## config.mk

```make
export PLATFORM = sky130hd
export DESIGN_NAME = packet_deframer_xor_descrambler
export DESIGN_NICKNAME = d
export VERILOG_FILES = /design/src/hw/rtl/pdxd_pkg.sv /design/src/hw/rtl/pdxd_key_sel.sv /design/src/hw/rtl/packet_deframer_xor_descrambler.sv
export SDC_FILE = /design/constraint.sdc
export NUM_CORES = 1
export LEC_CHECK = 0
export BUFFER_PORTS_ARGS = -buffer_cell sky130_fd_sc_hd__buf_2
export CORE_MARGIN = 3
export CORE_UTILIZATION = 25
export CTS_BUF_LIST = sky130_fd_sc_hd__clkbuf_8
export CTS_CLUSTER_SIZE = 24
export DETAILED_ROUTE_END_ITERATION = 8
export PLACE_DENSITY = 0.42
export SYNTH_ARGS = -nofsm -noshare
export SYNTH_HDL_FRONTEND = slang
export SYNTH_SLANG_ARGS = --single-unit
```

## constraint.sdc

```tcl
create_clock -name clk -period 3.2 [get_ports clk]
set_input_delay 0.48 -clock clk [delete_from_list [all_inputs] [get_ports clk]]
set_output_delay 0.48 -clock clk [all_outputs]
set_load 0.005 [all_outputs]
```

## src/hw/rtl/pdxd_pkg.sv

```systemverilog
package pdxd_pkg;

	// Deframer phase codes. The fourth code is unused and behaves as the header phase.
	localparam logic [1:0] PH_HEADER  = 2'd0;
	localparam logic [1:0] PH_PAYLOAD = 2'd1;
	localparam logic [1:0] PH_DROP    = 2'd2;

	// Result kinds.
	localparam logic [1:0] KIND_DATA  = 2'd0;
	localparam logic [1:0] KIND_EMPTY = 2'd1;
	localparam logic [1:0] KIND_ERROR = 2'd2;

	// Configuration register indexes.
	localparam logic [2:0] REG_MAGIC  = 3'd0;
	localparam logic [2:0] REG_TYPE_A = 3'd1;
	localparam logic [2:0] REG_TYPE_B = 3'd2;
	localparam logic [2:0] REG_KEY_0  = 3'd3;
	localparam logic [2:0] REG_KEY_1  = 3'd4;
	localparam logic [2:0] REG_KEY_2  = 3'd5;
	localparam logic [2:0] REG_KEY_3  = 3'd6;

	// Reset values of the configuration registers ("WGP1" and the default key).
	localparam logic [31:0] MAGIC_RST  = 32'h5747_5031;
	localparam logic [15:0] TYPE_A_RST = 16'd2;
	localparam logic [15:0] TYPE_B_RST = 16'd22;
	localparam logic [31:0] KEY_0_RST  = 32'h677F_7147;
	localparam logic [31:0] KEY_1_RST  = 32'h4F49_6143;
	localparam logic [31:0] KEY_2_RST  = 32'h6D3D_836B;
	localparam logic [31:0] KEY_3_RST  = 32'h5359_653B;

	// Header is eight bytes; the count wraps after the last one.
	localparam logic [2:0] HDR_LAST = 3'd7;

	// Four key words, word 0 in the lowest bits, byte 0 of each word lowest.
	typedef logic [3:0][31:0] key_words_t;

endpackage

```

## src/hw/rtl/pdxd_key_sel.sv

```systemverilog
module pdxd_key_sel #(
	parameter int KEY_BYTES = 16,
	parameter int KIDX_W    = (KEY_BYTES > 1) ? $clog2(KEY_BYTES) : 1
) (
	input  pdxd_pkg::key_words_t keys,
	input  logic [KIDX_W-1:0]    idx,
	input  logic [7:0]           raw_byte,
	output logic [7:0]           clear_byte
);
	import pdxd_pkg::*;

	logic [3:0] k;
	logic [7:0] key_byte;

	// The index never exceeds fifteen, so it fits the four-bit byte address of the key.
	assign k          = 4'(idx);
	assign key_byte   = keys[k[3:2]][{k[1:0], 3'b000} +: 8];
	assign clear_byte = raw_byte ^ key_byte;

endmodule

```

## src/hw/rtl/packet_deframer_xor_descrambler.sv

```systemverilog
// Packet deframer with XOR descrambling.
// The slave stream takes one received byte per beat in s_axis_tdata, with
// s_axis_tlast marking the last byte of a received chunk. Each packet is an
// eight-byte header (four magic bytes, big-endian type, big-endian length)
// followed by the payload. Every payload byte leaves on the master stream
// XORed with the rolling key, tagged with the packet type, and m_axis_tlast
// marks the final byte of the message. A header with zero length yields one
// empty-message beat; a bad magic or type yields one error beat, after which
// input is discarded through the end of the chunk.
// Each result beat appears in the cycle after its byte is accepted, and one
// byte is accepted every cycle unless the output stalls: the whole decision
// is made in the logic between the state registers and the single output
// register. While the receiver stalls with a result pending, s_axis_tready
// drops, so input waits whenever the output register holds a beat that has
// not been taken, even for a byte that would produce no result.
// Reset returns the deframer to the start of a header and loads the default
// magic, types and key. The configuration port is always ready; the user must
// write it only while the stream is idle, which the block does not enforce.
module packet_deframer_xor_descrambler #(
	parameter int KEY_BYTES = 16
) (
	input  logic        clk,
	input  logic        arst_n,
	// Slave stream. tdata: in_byte[7:0]. tlast: chunk_end.
	input  logic        s_axis_tvalid,
	output logic        s_axis_tready,
	input  logic [7:0]  s_axis_tdata,
	input  logic        s_axis_tlast,
	// Master stream. tdata: data_byte[7:0], msg_type[23:8]. tuser: kind[1:0].
	// tlast: last_of_message.
	output logic        m_axis_tvalid,
	input  logic        m_axis_tready,
	output logic [23:0] m_axis_tdata,
	output logic [1:0]  m_axis_tuser,
	output logic        m_axis_tlast,
	// Configuration write channel.
	input  logic        cfg_valid,
	output logic        cfg_ready,
	input  logic [2:0]  cfg_index,
	input  logic [31:0] cfg_data
);
	import pdxd_pkg::*;

	localparam int KIDX_W = (KEY_BYTES > 1) ? $clog2(KEY_BYTES) : 1;

	// Configuration registers.
	logic [31:0] magic_q;
	logic [15:0] type_a_q;
	logic [15:0] type_b_q;
	key_words_t  keys_q;

	// Deframer state.
	logic [1:0]        phase_q;
	logic [2:0]        hdr_cnt_q;
	logic [15:0]       msg_type_q;
	logic [15:0]       msg_len_q;
	logic [15:0]       pay_idx_q;
	logic [KIDX_W-1:0] key_idx_q;
	logic              mismatch_q;

	// Output register.
	logic        out_valid_q;
	logic [1:0]  out_kind_q;
	logic [7:0]  out_data_q;
	logic [15:0] out_type_q;
	logic        out_last_q;

	// Next state and result.
	logic [1:0]        phase_d;
	logic [2:0]        hdr_cnt_d;
	logic [15:0]       msg_type_d;
	logic [15:0]       msg_len_d;
	logic [15:0]       pay_idx_d;
	logic [KIDX_W-1:0] key_idx_d;
	logic              mismatch_d;
	logic              res_valid;
	logic [1:0]        res_kind;
	logic [7:0]        res_data;
	logic              res_last;

	logic       in_accept;
	logic       pay_last;
	logic [7:0] clear_byte;
	logic [7:0] want_byte;

	assign cfg_ready     = 1'b1;
	assign s_axis_tready = !out_valid_q || m_axis_tready;
	assign in_accept     = s_axis_tvalid && s_axis_tready;

	always_ff @(posedge clk or negedge arst_n) begin
		if (!arst_n) begin
			magic_q  <= MAGIC_RST;
			type_a_q <= TYPE_A_RST;
			type_b_q <= TYPE_B_RST;
			keys_q   <= {KEY_3_RST, KEY_2_RST, KEY_1_RST, KEY_0_RST};
		end else if (cfg_valid) begin
			unique case (cfg_index)
				REG_MAGIC:  magic_q   <= cfg_data;
				REG_TYPE_A: type_a_q  <= cfg_data[15:0];
				REG_TYPE_B: type_b_q  <= cfg_data[15:0];
				REG_KEY_0:  keys_q[0] <= cfg_data;
				REG_KEY_1:  keys_q[1] <= cfg_data;
				REG_KEY_2:  keys_q[2] <= cfg_data;
				REG_KEY_3:  keys_q[3] <= cfg_data;
				default: begin
				end
			endcase
		end
	end

	pdxd_key_sel #(
		.KEY_BYTES (KEY_BYTES),
		.KIDX_W    (KIDX_W)
	) u_key_sel (
		.keys       (keys_q),
		.idx        (key_idx_q),
		.raw_byte   (s_axis_tdata),
		.clear_byte (clear_byte)
	);

	// Magic bytes arrive most significant first.
	assign want_byte = magic_q[{~hdr_cnt_q[1:0], 3'b000} +: 8];
	assign pay_last  = ({1'b0, pay_idx_q} + 17'd1) >= {1'b0, msg_len_q};

	always_comb begin
		phase_d    = phase_q;
		hdr_cnt_d  = hdr_cnt_q;
		msg_type_d = msg_type_q;
		msg_len_d  = msg_len_q;
		pay_idx_d  = pay_idx_q;
		key_idx_d  = key_idx_q;
		mismatch_d = mismatch_q;
		res_valid  = 1'b0;
		res_kind   = KIND_DATA;
		res_data   = 8'd0;
		res_last   = 1'b0;
		unique case (phase_q)
			PH_DROP: begin
				if (s_axis_tlast) begin
					phase_d = PH_HEADER;
				end
			end
			PH_PAYLOAD: begin
				res_valid = 1'b1;
				res_data  = clear_byte;
				res_last  = pay_last;
				pay_idx_d = pay_idx_q + 16'd1;
				key_idx_d = (key_idx_q == KIDX_W'(KEY_BYTES - 1)) ? '0 :
					key_idx_q + KIDX_W'(1);
				if (pay_last) begin
					phase_d = PH_HEADER;
				end
			end
			default: begin
				phase_d = PH_HEADER;
				if (!hdr_cnt_q[2]) begin
					if (want_byte != s_axis_tdata) begin
						mismatch_d = 1'b1;
					end
				end else if (!hdr_cnt_q[1]) begin
					msg_type_d = {msg_type_q[7:0], s_axis_tdata};
				end else begin
					msg_len_d = {msg_len_q[7:0], s_axis_tdata};
				end
				if (hdr_cnt_q != HDR_LAST) begin
					hdr_cnt_d = hdr_cnt_q + 3'd1;
				end else begin
					// Eighth byte: judge the whole header.
					hdr_cnt_d  = 3'd0;
					mismatch_d = 1'b0;
					if (mismatch_q || (msg_type_q != type_a_q && msg_type_q != type_b_q)) begin
						res_valid = 1'b1;
						res_kind  = KIND_ERROR;
						phase_d   = s_axis_tlast ? PH_HEADER : PH_DROP;
					end else if (msg_len_d == 16'd0) begin
						res_valid = 1'b1;
						res_kind  = KIND_EMPTY;
						res_last  = 1'b1;
					end else begin
						pay_idx_d = 16'd0;
						key_idx_d = '0;
						phase_d   = PH_PAYLOAD;
					end
				end
			end
		endcase
	end

	always_ff @(posedge clk or negedge arst_n) begin
		if (!arst_n) begin
			phase_q    <= PH_HEADER;
			hdr_cnt_q  <= 3'd0;
			msg_type_q <= 16'd0;
			msg_len_q  <= 16'd0;
			pay_idx_q  <= 16'd0;
			key_idx_q  <= '0;
			mismatch_q <= 1'b0;
		end else if (in_accept) begin
			phase_q    <= phase_d;
			hdr_cnt_q  <= hdr_cnt_d;
			msg_type_q <= msg_type_d;
			msg_len_q  <= msg_len_d;
			pay_idx_q  <= pay_idx_d;
			key_idx_q  <= key_idx_d;
			mismatch_q <= mismatch_d;
		end
	end

	// The output register is free or being emptied whenever a byte is taken.
	always_ff @(posedge clk or negedge arst_n) begin
		if (!arst_n) begin
			out_valid_q <= 1'b0;
		end else if (in_accept) begin
			out_valid_q <= res_valid;
		end else if (m_axis_tready) begin
			out_valid_q <= 1'b0;
		end
	end

	always_ff @(posedge clk) begin
		if (in_accept && res_valid) begin
			out_kind_q <= res_kind;
			out_data_q <= res_data;
			out_type_q <= msg_type_d;
			out_last_q <= res_last;
		end
	end

	assign m_axis_tvalid = out_valid_q;
	assign m_axis_tdata  = {out_type_q, out_data_q};
	assign m_axis_tuser  = out_kind_q;
	assign m_axis_tlast  = out_last_q;

`ifndef SYNTHESIS
	a_hdr_cnt_phase: assert property (@(posedge clk) disable iff (!arst_n)
		hdr_cnt_q != 3'd0 |-> phase_q == PH_HEADER)
		else $error("header count advanced outside the header phase");

	a_unused_phase: assert property (@(posedge clk) disable iff (!arst_n)
		phase_q != 2'd3)
		else $error("deframer reached the unused phase code");

	a_error_fields: assert property (@(posedge clk) disable iff (!arst_n)
		m_axis_tvalid && m_axis_tuser == KIND_ERROR |-> !m_axis_tlast && m_axis_tdata[7:0] == 8'd0)
		else $error("error beat carries data or a last mark");

	a_payload_end: assert property (@(posedge clk) disable iff (!arst_n)
		in_accept && phase_q == PH_PAYLOAD && pay_last |=> phase_q == PH_HEADER && m_axis_tlast)
		else $error("final payload byte did not close the message");

	a_ready_when_empty: assert property (@(posedge clk) disable iff (!arst_n)
		!out_valid_q |-> s_axis_tready)
		else $error("input stalled with an empty output register");
`endif

endmodule

```

; ---- Word-level counts from Yosys, hierarchy flattened
; Index checks and enable logic that the tools add are counted.
[word_totals]
register_bits = 278
output_inout_bits = 30
[op_classes]
add_sub_neg = 4
n_lt_le_gt_ge = 2
eq_ne = 20
n_shift = 2
n_mux = 39
bitwise_logic = 4
reduce_logical = 23
[ops]
columns = cell, count
row1 = 16-bit 2-to-1 mux, 9
row2 = 32-bit binary-select mux with 2-bit select, 1
row3 = 32-bit by 6-bit variable part select with 8-bit output, 2
row4 = 32-bit 2-to-1 mux, 1
row5 = 16-bit inequality test, 2
row6 = 16-bit case mux with 2 select lines, 1
row7 = "16-bit by 1-bit adder with 17-bit output, second input constant", 1
row8 = 17-bit by 16-bit greater-or-equal comparator with 1-bit output, 1
row9 = "16-bit by 1-bit adder with 16-bit output, second input constant", 1
row10 = 16-bit logical NOT, 1
row11 = 4-bit 2-to-1 mux, 4
row12 = 2-bit AND reduction, 8
row13 = 1-bit 2-to-1 mux, 12
row14 = 2-bit 2-to-1 mux, 6
row15 = "3-bit equality test, second input constant", 3
row16 = "2-bit inequality test, second input constant", 4
row17 = 8-bit inequality test, 1
row18 = 4-bit case mux with 2 select lines, 1
row19 = 8-bit XOR, 1
row20 = "3-bit by 2-bit equality test with 1-bit output, second input constant", 2
row21 = "2-bit by 1-bit inequality test with 1-bit output, second input constant", 3
row22 = 5-bit AND reduction, 1
row23 = "4-bit by 1-bit adder with 4-bit output, second input constant", 1
row24 = "4-bit equality test, second input constant", 1
row25 = other kinds (21), 26

; ---- Logic depth before layout (Yosys ltp)
; Gate-level depths: netlist of the first run.
[depth]
word_depth = 9
depth_mapped = 12

; ---- Cells and area by module
; Synthesis of the first run repeated with hierarchy kept, for this count alone.
[unflattened]
hier_cells = 972
hier_area_um2 = 13351.6
[modules_own_cells]
columns = module, n_inst, cells_per_inst, area_per_inst_um2
row1 = packet_deframer_xor_descrambler, 1, 897, 12160.4
row2 = pdxd_key_sel, 1, 75, 1191.1

; ---- Least setup slack after synthesis of the first run
; Ideal clock, no wire load.
[synth_timing]
kind = register to register
from = reg pay_idx_q[0]
to = reg phase_q[1]
setup_ns = 0.125
arrival_time_ns = 2.829
required_ns = 3.075
setup_slack_ns = 0.246
stages_incl_launch_ff = 13
synth_period_minus_slack_ns = 2.954
path_cell_list = dfrtp_1 > ha_1 > and3_1 > buf_2 > and3_4 > nand4_1 > xnor2_1 > ha_1 > nand3_1 > or4_1 > o22ai_1 > o31a_1 > mux2_4
[synth_via]
elab_chain_cells = 4
[synth_rtl]
columns = item, line
row1 = start: declaration, packet_deframer_xor_descrambler.sv:57  ; logic [15:0] pay_idx_q;
row2 = start signal: assignment, packet_deframer_xor_descrambler.sv:203  ; pay_idx_q <= pay_idx_d;
row3 = 16-bit by 1-bit adder with 17-bit output, packet_deframer_xor_descrambler.sv:123  ; assign pay_last = ({1'b0, pay_idx_q} + 17'd1) >= {1'b0, msg_len_q};
row4 = 17-bit by 16-bit greater-or-equal comparator with 1-bit output, packet_deframer_xor_descrambler.sv:123
row5 = 2-bit inequality test (no line), -
row6 = 3-bit AND reduction (no line), -
row7 = end signal: assignment, packet_deframer_xor_descrambler.sv:199  ; phase_q <= phase_d;
row8 = end: declaration, packet_deframer_xor_descrambler.sv:53  ; logic [1:0] phase_q;
; No other way between the ends.
; A chain may end at the register's enable or synchronous reset.

; ---- Worst setup path in the final report of the first run
; Same ends and word-level chain as after synthesis.

==> flow_metrics.tcl, run 1 <==
set metrics [dict create \
    clk_path_buf_depth 3 \
    worstSetupPathType "reg2reg" \
    yosys-top-cells-area "dfrtp_1 31%, mux2_2 18%, dfstp_2 17%" \
    grt_setup_unrepaired "false" \
    multi_input_area_sq_mm 0.005811 \
    cap_violations 0 \
    synth_edf_count 27 \
    tns_ns 0 \
    clk_pin_slew_ns 0.06 \
    path_buf_inv 0 \
    clock_sinks 278 \
    timing_hold_violations_final 0 \
    power_frac_comb 0.272 \
    pwr-share-seq 0.429 \
    crit_fanout 5 \
    chipWidth_microns 236.6 \
    wl_per_cell_microns 20.41 \
    finalCriticalPeriod_ns 3.040 \
    regToRegSetupSlack_ns 0.16 \
    dp_hpwl_mm 24.42 \
    clock_skew_ns 0.02107 \
    place.gp.congestion 0.7525 \
    antenna_found_initial 3 \
    crit_cells 11 \
    via_per_inst 4.548 \
    avgSynthCellArea_sq_um 14.05 \
    drive_gt1_frac 0.4710 \
    grt_start_max_net_pins 88 \
    regArea_sq_mm 0.007203 \
    clock_latency_ns 0.63 \
    cts_made_buffers 51 \
    cp.arrival_ns 3.55 \
    dp_cells 1688 \
    crit_top_cell "ha_1" \
    slew_headroom 0.4541 \
    period_share 0.9499 \
    critPathLaunchType "flip-flop" \
    drt_iter0_markers 385 \
    initial_core_util 0.2560 \
    route.antenna.remaining_nets 0 \
    detail_route.first_pass.iterations 4 \
    grt_use_total 0.1312 \
    tritoncts "done" \
    internal-power_w 0.008426 \
    wirelength_mm 36.42 \
    ioPinCount 79 \
    slew_violations 0 \
    grt_pass1_vias 8592 \
    layout_setup_ws_ns 0.1602 \
    hold_depth 2 \
    vias 8113 \
    synth.top_cell.area_share 0.3087 \
    synth_top_area_cell "dfrtp_1" \
    synthArstFlopShare 0.9029 \
    vdd_drop_max_v 0.0002589 \
    worst_pin_slew_ns 0.8164 \
    dp_slack_ns 0.01303 \
    core_area_sq_mm 0.05192 \
    power.switching_w 0.003735 \
    holdWs_ns 0.1416 \
    area.growth.synth_to_final_pct 18.33 \
    design_area_sq_mm 0.01573 \
    cp_cell_sequence "ha_1 > and3_1 > and3_4 > nand4_1 > xnor2_1 > ha_1 > nand3_1 > or4_1 > o22ai_2 > o31a_1 > mux2_4" \
    switching_share 0.3071 \
    p_leak_nw 6.739 \
    syn_nets 1017 \
    grt_pass1_wl_mm 55.57 \
    syn_area_sq_mm 0.01330 \
    synth_seq_cells 278 \
    synth_cells 946 \
    cp_top_family "simple AND/OR/NAND/NOR gates" \
    fillers 5351 \
    r2r_cells 11 \
    io_buffers 77 \
    critical-path-max-stage-delay_ns 0.54 \
    setup_viol 0 \
    yosysWarnings 0 \
    final_cell_mix "211 x mux2_2, 162 x dfrtp_1, 96 x nand2_1" \
    overflow 0 \
    status "finished clean" \
    synth_seq_area_share 0.5416 \
    p_per_area_mw_per_mm2 773.0 \
    ys.flop_type "dfrtp_1" \
    cpMaxStageDelayCell "or4_1" \
    hold_path_class "in2reg" \
    clkPwrFrac 0.299 \
    rows 83 \
    root_buffer "clkbuf_8" \
    end_kind "flip-flop" \
    max_freq_mhz 329.0 \
    crit_required_ns 3.71 \
    final_nets 1134 \
    mostFrequentLayoutCell "mux2_2" \
    htreeDepth 2 \
    ys_types 56 \
    dpl-instance-area_sq_mm 0.01459 \
    die_h_microns 236.6 \
    drc 0 \
    die_area_sq_mm 0.05598 \
    stdcell_count 1784 \
]
## Yosys cell counts, types with 15 or more instances
library cell / number
inv_1: 21
mux4_2: 20
clkbuf_1: 26
ha_1: 22
dfrtp_1: 164
mux2_2: 211
xor2_1: 43
nand3_1: 16
nand2_1: 97
xnor2_1: 18
nor4_1: 16
edfxtp_1: 27
dfstp_2: 87
a21oi_1: 15
mux4_1: 27
nor2_1: 21
## logic make-up (layout without fill, tap and decap cells)
family,count (synthesis),count (layout),synth area share
adders and majority gates,22,22,0.02070
and+or+nand+nor,191,191,0.06870
AOI/OAI and AO/OA,55,55,0.02692
muxes,271,271,0.2780
buffers and inverters,67,223,0.02362
other,1,3,0.0002821
xor gates and xnor gates,61,61,0.04018
DFF,278,278,0.5416
## sequential cells by signal, indices dropped and copies added, names as in the netlist
| register | flops |
|---|---|
| keys_q | 128 |
| magic_q | 32 |
| msg_len_q | 16 |
| msg_type_q | 16 |
| out_type_q | 16 |
| pay_idx_q | 16 |
| type_a_q | 16 |
| type_b_q | 16 |
| out_data_q | 8 |
| key_idx_q | 4 |
| hdr_cnt_q | 3 |
| m_axis_tuser | 2 |
| phase_q | 2 |
| m_axis_tlast | 1 |
| m_axis_tvalid | 1 |
| mismatch_q | 1 |
## repair_timing
action,CTS,global route
buffers inserted,0,1
endpoints found under the setup margin,0,3
hold buffers,1,0
endpoints found under the hold margin,54,0
resized for setup,0,5
## layer usage
metal / routed length, microns / up-vias / GRT usage / part of all wire
met3: 1554 / 55 / 0.02481 / 0.043
met5: 0 / - / 0 / 0
met2: 16390 / 166 / 0.2036 / 0.45
met1: 17670 / 4172 / 0.1856 / 0.49
met4: 809 / 0 / 0.03977 / 0.022
li1: - / 3720 / - / -
## layout make-up
class / count / share of cell area
inverter: 21 / 0.005010
clock buffer: 66 / 0.05774
tap: 680 / 0.05408
timing repair buffer: 110 / 0.04342
antenna: 2 / 0.0003181
sequential: 278 / 0.4578
multi-input combinational: 601 / 0.3693
clock inverter: 26 / 0.01225
## through the flow
step / util / power [W]
3_3_place_gp: 0.2809 / 0.008607
4_1_cts: 0.3023 / 0.01241
5_1_grt: 0.3029 / 0.01294
2_1_floorplan: - / 0.007462
3_5_place_dp: 0.2809 / 0.008664
6_report: 0.3030 / 0.01216
## path summary, 6_finish.rpt
| path | from | endpoint |
|---|---|---|
| worst max-delay path | pay_idx_q[0]$_DFFE_PN0P_ | phase_q[1]$_DFFE_PN0P_ |
| worst min-delay path | s_axis_tvalid | m_axis_tvalid$_DFFE_PN0P_ |
| worst max register to register | pay_idx_q[0]$_DFFE_PN0P_ | phase_q[1]$_DFFE_PN0P_ |
| worst min register to register | keys_q[7]$_DFFE_PN0P_ | keys_q[7]$_DFFE_PN0P_ |
| max in group asynchronous | arst_n | keys_q[20]$_DFFE_PN1P_ |
| min in group asynchronous | arst_n | keys_q[47]$_DFFE_PN0P_ |
## power groups by stage
stage	Combinational, W	Clock, W	Sequential, W
4_1_cts	0.00338	0.00380	0.00524
3_5_place_dp	0.00337	0	0.00529
5_1_grt	0.00365	0.00394	0.00534
3_3_place_gp	0.00333	0	0.00527
2_1_floorplan	0.00244	0	0.00503
6_report	0.00331	0.00363	0.00522
Note: power is estimated with default switching activity, not from simulation.
==> run 2, diff against run 1 <==
Settings changed: CORE_MARGIN 3 to 4.
==> run 2 against run 1 <==
Compared with the run above: via count grew 1.7%; setup slack lost 0.0015 ns; routed wire length grew 0.48%; sequential share of layout area grew 0.16 points; register-to-register slack is essentially flat; flip-flop and latch count is the same; largest cell class unchanged.
==> flow_metrics.tcl, run 2 (synthesis gave the netlist of run 1 again) <==
set metrics [dict create \
    status "finished clean" \
    clock_sinks 278 \
    finalPower_w 0.01195 \
    p_per_area_mw_per_mm2 762.3 \
    pwr-share-seq 0.438 \
    rows 84 \
    largest_registers "keys_q (128), magic_q (32)" \
    drt_iter0_markers 363 \
    overflow 0 \
    setup_viol 0 \
    finalCriticalPeriod_ns 3.041 \
    critPathLaunchType "flip-flop" \
    switching_share 0.3160 \
    regArea_sq_mm 0.007203 \
    clock_skew_ns 0.02878 \
    slew_violations 0 \
    grt_start_max_net_pins 79 \
    timing_hold_violations_final 0 \
    mostFrequentLayoutCell "mux2_2" \
    die_h_microns 238.6 \
    end_kind "flip-flop" \
    crit_required_ns 3.70 \
    grt_use_total 0.1288 \
    power_frac_comb 0.276 \
    route.antenna.remaining_nets 0 \
    place.gp.congestion 0.7143 \
    hold_path_class "in2reg" \
    vias 8254 \
    grt_setup_unrepaired "false" \
    area.growth.synth_to_final_pct 17.93 \
    final_cell_mix "211 x mux2_2, 162 x dfrtp_1, 96 x nand2_1" \
    largest_register "keys_q" \
    chipWidth_microns 238.6 \
    drive_gt1_frac 0.4654 \
    detail_route.first_pass.iterations 5 \
    wirelength_mm 36.59 \
    cp.arrival_ns 3.54 \
    drc 0 \
    grt_pass1_wl_mm 55.64 \
    crit_top_cell "ha_1" \
    cp_cell_sequence "ha_1 > and3_2 > and3_4 > nand4_1 > xnor2_1 > ha_1 > nand3_1 > or4_1 > o22ai_2 > o31a_1 > mux2_4" \
    clk_pin_slew_ns 0.06 \
    io_buffers 77 \
    largest_reg_flops 128 \
    tritoncts "done" \
    slew_headroom 0.5052 \
    crit_fanout 5 \
    initial_core_util 0.2525 \
    dp_hpwl_mm 25.01 \
    clock_latency_ns 0.62 \
    tns_ns 0 \
    cpMaxStageDelayCell "or4_1" \
    fillers 5341 \
    root_buffer "clkbuf_8" \
    path_buf_inv 0 \
    clkPwrFrac 0.286 \
    final_nets 1140 \
    p_leak_nw 6.745 \
    wl_per_cell_microns 20.31 \
    grt_pass1_vias 8670 \
    cts_setup_buffers 0 \
    max_freq_mhz 328.8 \
    multi_input_area_sq_mm 0.005812 \
    worstSetupPathType "reg2reg" \
    worst_pin_slew_ns 0.7421 \
    cap_violations 0 \
    htreeDepth 2 \
    period_share 0.9504 \
    vdd_drop_max_v 0.0002556 \
    via_per_inst 4.580 \
    power.switching_w 0.003777 \
    critical-path-max-stage-delay_ns 0.54 \
    clk_path_buf_depth 3 \
    antenna_found_initial 2 \
    cts_made_buffers 53 \
    cp_top_family "simple AND/OR/NAND/NOR gates" \
    ioPinCount 79 \
    core_area_sq_mm 0.05266 \
    die_area_sq_mm 0.05693 \
    internal-power_w 0.008175 \
]
[run 2: cell types whose count changed in the layout (fill, tap and decap cells not counted), moves of 2 or more]
cell / delta
buf_12: -2
clkinv_1: +6
clkinvlp_4: -2
inv_1: +7
clkbuf_8: -4
bufinv_16: -2
buf_4: +6
[run 2: metrics by stage]
step	utilization	setup slack, ns	instances	instance area (sq um)	hold slack [ns]
2_1_floorplan	-	0.2456	946	13300	0.1844
3_3_place_gp	0.2775	0.06363	1701	14610	0.4695
4_1_cts	0.2973	0.03842	1801	15650	0.09431
3_5_place_dp	0.2775	0.05194	1701	14610	0.4732
6_report	0.2978	0.1587	1802	15680	0.1639
5_1_grt	0.2977	0.01327	1801	15680	0.1192
[run 2: area by class of cell]
class | instances | area share
antenna | 1 | 0.0001596
clock buffer | 62 | 0.05442
clock inverter | 37 | 0.01149
inverter | 21 | 0.005028
multi-input combinational | 601 | 0.3707
sequential | 278 | 0.4594
tap | 688 | 0.05490
timing repair buffer | 114 | 0.04389
[run 2: repair_timing]
action | in CTS | in global routing
setup endpoints to repair | 0 | 3
endpoints found under the hold margin | 50 | 0
gates resized for setup | 0 | 6
hold buffers | 1 | 0
[run 2: worst paths after layout]
| check | from | to | slack, ns | cells past startpoint |
|---|---|---|---|---|
| max | pay_idx_q[0]$_DFFE_PN0P_ | phase_q[1]$_DFFE_PN0P_ | 0.16 | 11 |
| max in group asynchronous | arst_n | keys_q[72]$_DFFE_PN1P_ | 1.86 | 3 |
| min reg2reg | magic_q[1]$_DFFE_PN0P_ | magic_q[1]$_DFFE_PN0P_ | 0.49 | 1 |
| min in group asynchronous | arst_n | keys_q[81]$_DFFE_PN0P_ | 0.47 | 2 |
| max reg2reg | pay_idx_q[0]$_DFFE_PN0P_ | phase_q[1]$_DFFE_PN0P_ | 0.16 | 11 |
| min | s_axis_tvalid | m_axis_tvalid$_DFFE_PN0P_ | 0.16 | 2 |
[run 2: layer usage]
metal / up-vias / share of wire / GRT usage
li1: 3741 / - / -
met1: 4297 / 0.48 / 0.1839
met2: 153 / 0.45 / 0.1993
met3: 61 / 0.048 / 0.02953
met4: 2 / 0.018 / 0.03078
met5: - / 0.00019 / 0
[run 2: worst register-to-register path, cell delays in order, from the launching register on]
cell and delay [ns]:
dfrtp_2 0.41, ha_1 0.18, and3_2 0.23, and3_4 0.20
nand4_1 0.12, xnor2_1 0.17, ha_1 0.30, nand3_1 0.10
or4_1 0.54, o22ai_2 0.14, o31a_1 0.22, mux2_4 0.31
[run 2: power by group through the flow]
stage	Combinational, W	Clock, W	Sequential [W]
floorplan	0.00244	0	0.00503
global placement	0.00333	0	0.00528
detailed placement	0.00335	0	0.00531
CTS	0.00336	0.00357	0.00526
global route	0.00362	0.00374	0.00536
finish	0.00330	0.00341	0.00524
==> run 3, diff against run 2 <==
Settings changed: BUFFER_PORTS_ARGS -buffer_cell sky130_fd_sc_hd__buf_2 to not set, CORE_UTILIZATION 25 to 60, DONT_BUFFER_PORTS set to 1, PLACE_DENSITY 0.42 to 0.8.
==> run 3 against run 2 <==
Compared with the run above: the run now ends with hold timing left; clock power down 13%; non-clock buffer count down 95; clock skew down 0.017 ns; final area down 7.5%; die area down 57%; setup slack worse by 0.067 ns; flip-flop and latch count unchanged; sequential share of layout area up 3.7 points; critical path type unchanged; critical endpoint unchanged; highest routed layer is now met4.
==> flow_metrics.tcl, run 3 (synthesis gave the netlist of run 1 again) <==
set metrics [dict create \
    status "finished, violations left" \
    violations "hold timing" \
    timing_hold_violations_final 236 \
    worstSetupPathType "reg2reg" \
    clock_latency_ns 0.56 \
    core_area_sq_mm 0.02182 \
    ioPinCount 79 \
    clock_skew_ns 0.01223 \
    p_per_area_mw_per_mm2 773.3 \
    cp_top_family "simple AND/OR/NAND/NOR gates" \
    chipWidth_microns 156.9 \
    area.growth.synth_to_final_pct 9.072 \
    place.gp.congestion 0.8048 \
    rows 54 \
    antenna_found_initial 0 \
    tns_ns 0 \
    holdWs_ns -0.3849 \
    io_buffers 0 \
    cp.arrival_ns 3.55 \
    p_leak_nw 6.257 \
    final_cell_mix "211 x mux2_2, 162 x dfrtp_1, 97 x nand2_1" \
    tritoncts "done" \
    antennaDiodeCount 0 \
    grt_use_total 0.2417 \
    stdcell_count 1281 \
    drc 0 \
    setup_viol 0 \
    largest_registers "keys_q (128), magic_q (32)" \
    max_freq_mhz 321.7 \
    hold_path_class "in2async" \
    drt_iter0_markers 415 \
    clk_pin_slew_ns 0.06 \
    cpMaxStageDelayCell "or4_1" \
    wl_per_cell_microns 22.72 \
    cap_violations 0 \
    mostFrequentLayoutCell "mux2_2" \
    slew_headroom 0.2503 \
    detail_route.first_pass.iterations 5 \
    largest_register "keys_q" \
    slew_violations 0 \
    root_buffer "clkbuf_8" \
    wirelength_mm 29.11 \
    end_kind "flip-flop" \
    initial_core_util 0.6092 \
    dp_hpwl_mm 19.60 \
    worst_pin_slew_ns 1.124 \
    cts_made_buffers 45 \
    route.antenna.remaining_nets 0 \
    crit_fanout 6 \
    cts_setup_buffers 0 \
    dpl-instance-area_sq_mm 0.01360 \
    design_area_sq_mm 0.01450 \
    via_per_inst 6.114 \
    largest_reg_flops 128 \
    period_share 0.9714 \
    final_nets 1037 \
    htreeDepth 2 \
    grt_pass1_wl_mm 45.92 \
    finalCriticalPeriod_ns 3.108 \
    critical-path-max-stage-delay_ns 0.52 \
    crit_required_ns 3.64 \
    vias 7832 \
    vdd_drop_max_v 0.0004584 \
    grt_start_max_net_pins 252 \
    dp_cells 1199 \
    cp_cell_sequence "ha_1 > and3_4 > and3_4 > nand4_1 > xnor2_1 > ha_1 > nand3_1 > or4_1 > o22ai_1 > o31a_1 > mux2_4" \
    drive_gt1_frac 0.4146 \
    grt_pass1_vias 8121 \
    path_buf_inv 0 \
    fillers 1526 \
    die_area_sq_mm 0.02461 \
    clk_path_buf_depth 3 \
    clock_sinks 278 \
    die_h_microns 156.9 \
    critPathLaunchType "flip-flop" \
    overflow 0 \
]
[run 3: changes by cell type in the layout (fill, tap and decap cells not counted), sizes merged]
cell         change
buf             -94
clkinv           -6
clkbuf           -5
inv              -5
bufinv           -1
diode            -1
dlygate4sd3      -1
[run 3: per-stage QoR]
step                      setup WS [ns]    util  hold slack (ns)  total power [W]
after floorplan                  0.2456       -           0.1844         0.007462
after global placement           0.1609  0.6233           0.1921         0.008150
after detailed placement        0.02595  0.6233           0.1911         0.008306
after CTS                      0.001557  0.6640          -0.4077          0.01129
after global routing           -0.01910  0.6645          -0.4131          0.01179
final                           0.09164  0.6645          -0.3849          0.01121
[run 3: layer usage]
metal / routed length (microns) / global-route usage
met5: 0 / 0
met2: 14200 / 0.3935
met4: 671 / 0.07273
met1: 12010 / 0.3172
met3: 2232 / 0.07190
[run 3: final timing paths]
| path | start | end | slack, ns | cells after the start |
|---|---|---|---|---|
| max reg2reg | pay_idx_q[1]$_DFFE_PN0P_ | phase_q[1]$_DFFE_PN0P_ | 0.09 | 11 |
| min in group clk | cfg_data[16] | magic_q[16]$_DFFE_PN1P_ | 0.06 | 1 |
| max | pay_idx_q[1]$_DFFE_PN0P_ | phase_q[1]$_DFFE_PN0P_ | 0.09 | 11 |
| max in group asynchronous | arst_n | keys_q[100]$_DFFE_PN1P_ | 3.14 | 0 |
| min reg2reg | magic_q[1]$_DFFE_PN0P_ | magic_q[1]$_DFFE_PN0P_ | 0.49 | 1 |
| min | arst_n | pay_idx_q[12]$_DFFE_PN0P_ | -0.38 | 0 |
[run 3: worst register-to-register path: cells and delay by family (launching register included)]
kind	cells	cell delay, ns
AO/OA/AOI/OAI	2	0.39
XOR/XNOR	1	0.19
adder cells (fa/ha/maj)	2	0.53
flip-flops	1	0.40
multiplexers	1	0.32
AND/OR/NAND/NOR	5	1.18
[run 3: final cells by class]
class                   count  area (sq um)  share of cell area
clock inverters            25         103.9            0.007161
well taps                 280         350.3             0.02416
multi-input cells         601          5801              0.4000
clock buffers              57         784.5             0.05410
flip-flops and latches    278          7203              0.4967
inverters                  21         78.83            0.005436
repair buffers             19         180.2             0.01242
[run 3: repair_timing]
item | in CTS | in global routing
endpoints found under the hold margin | 251 | 251
gates resized for setup | 0 | 5
setup endpoints to repair | 0 | 2
[run 3: report_power, final]
part           switching, W  leakage (nW)  internal (W)
clock               0.00136         0.531       0.00160
combinational       0.00131          2.55       0.00168
sequential         0.000660          3.17       0.00460
total               0.00333          6.26       0.00788
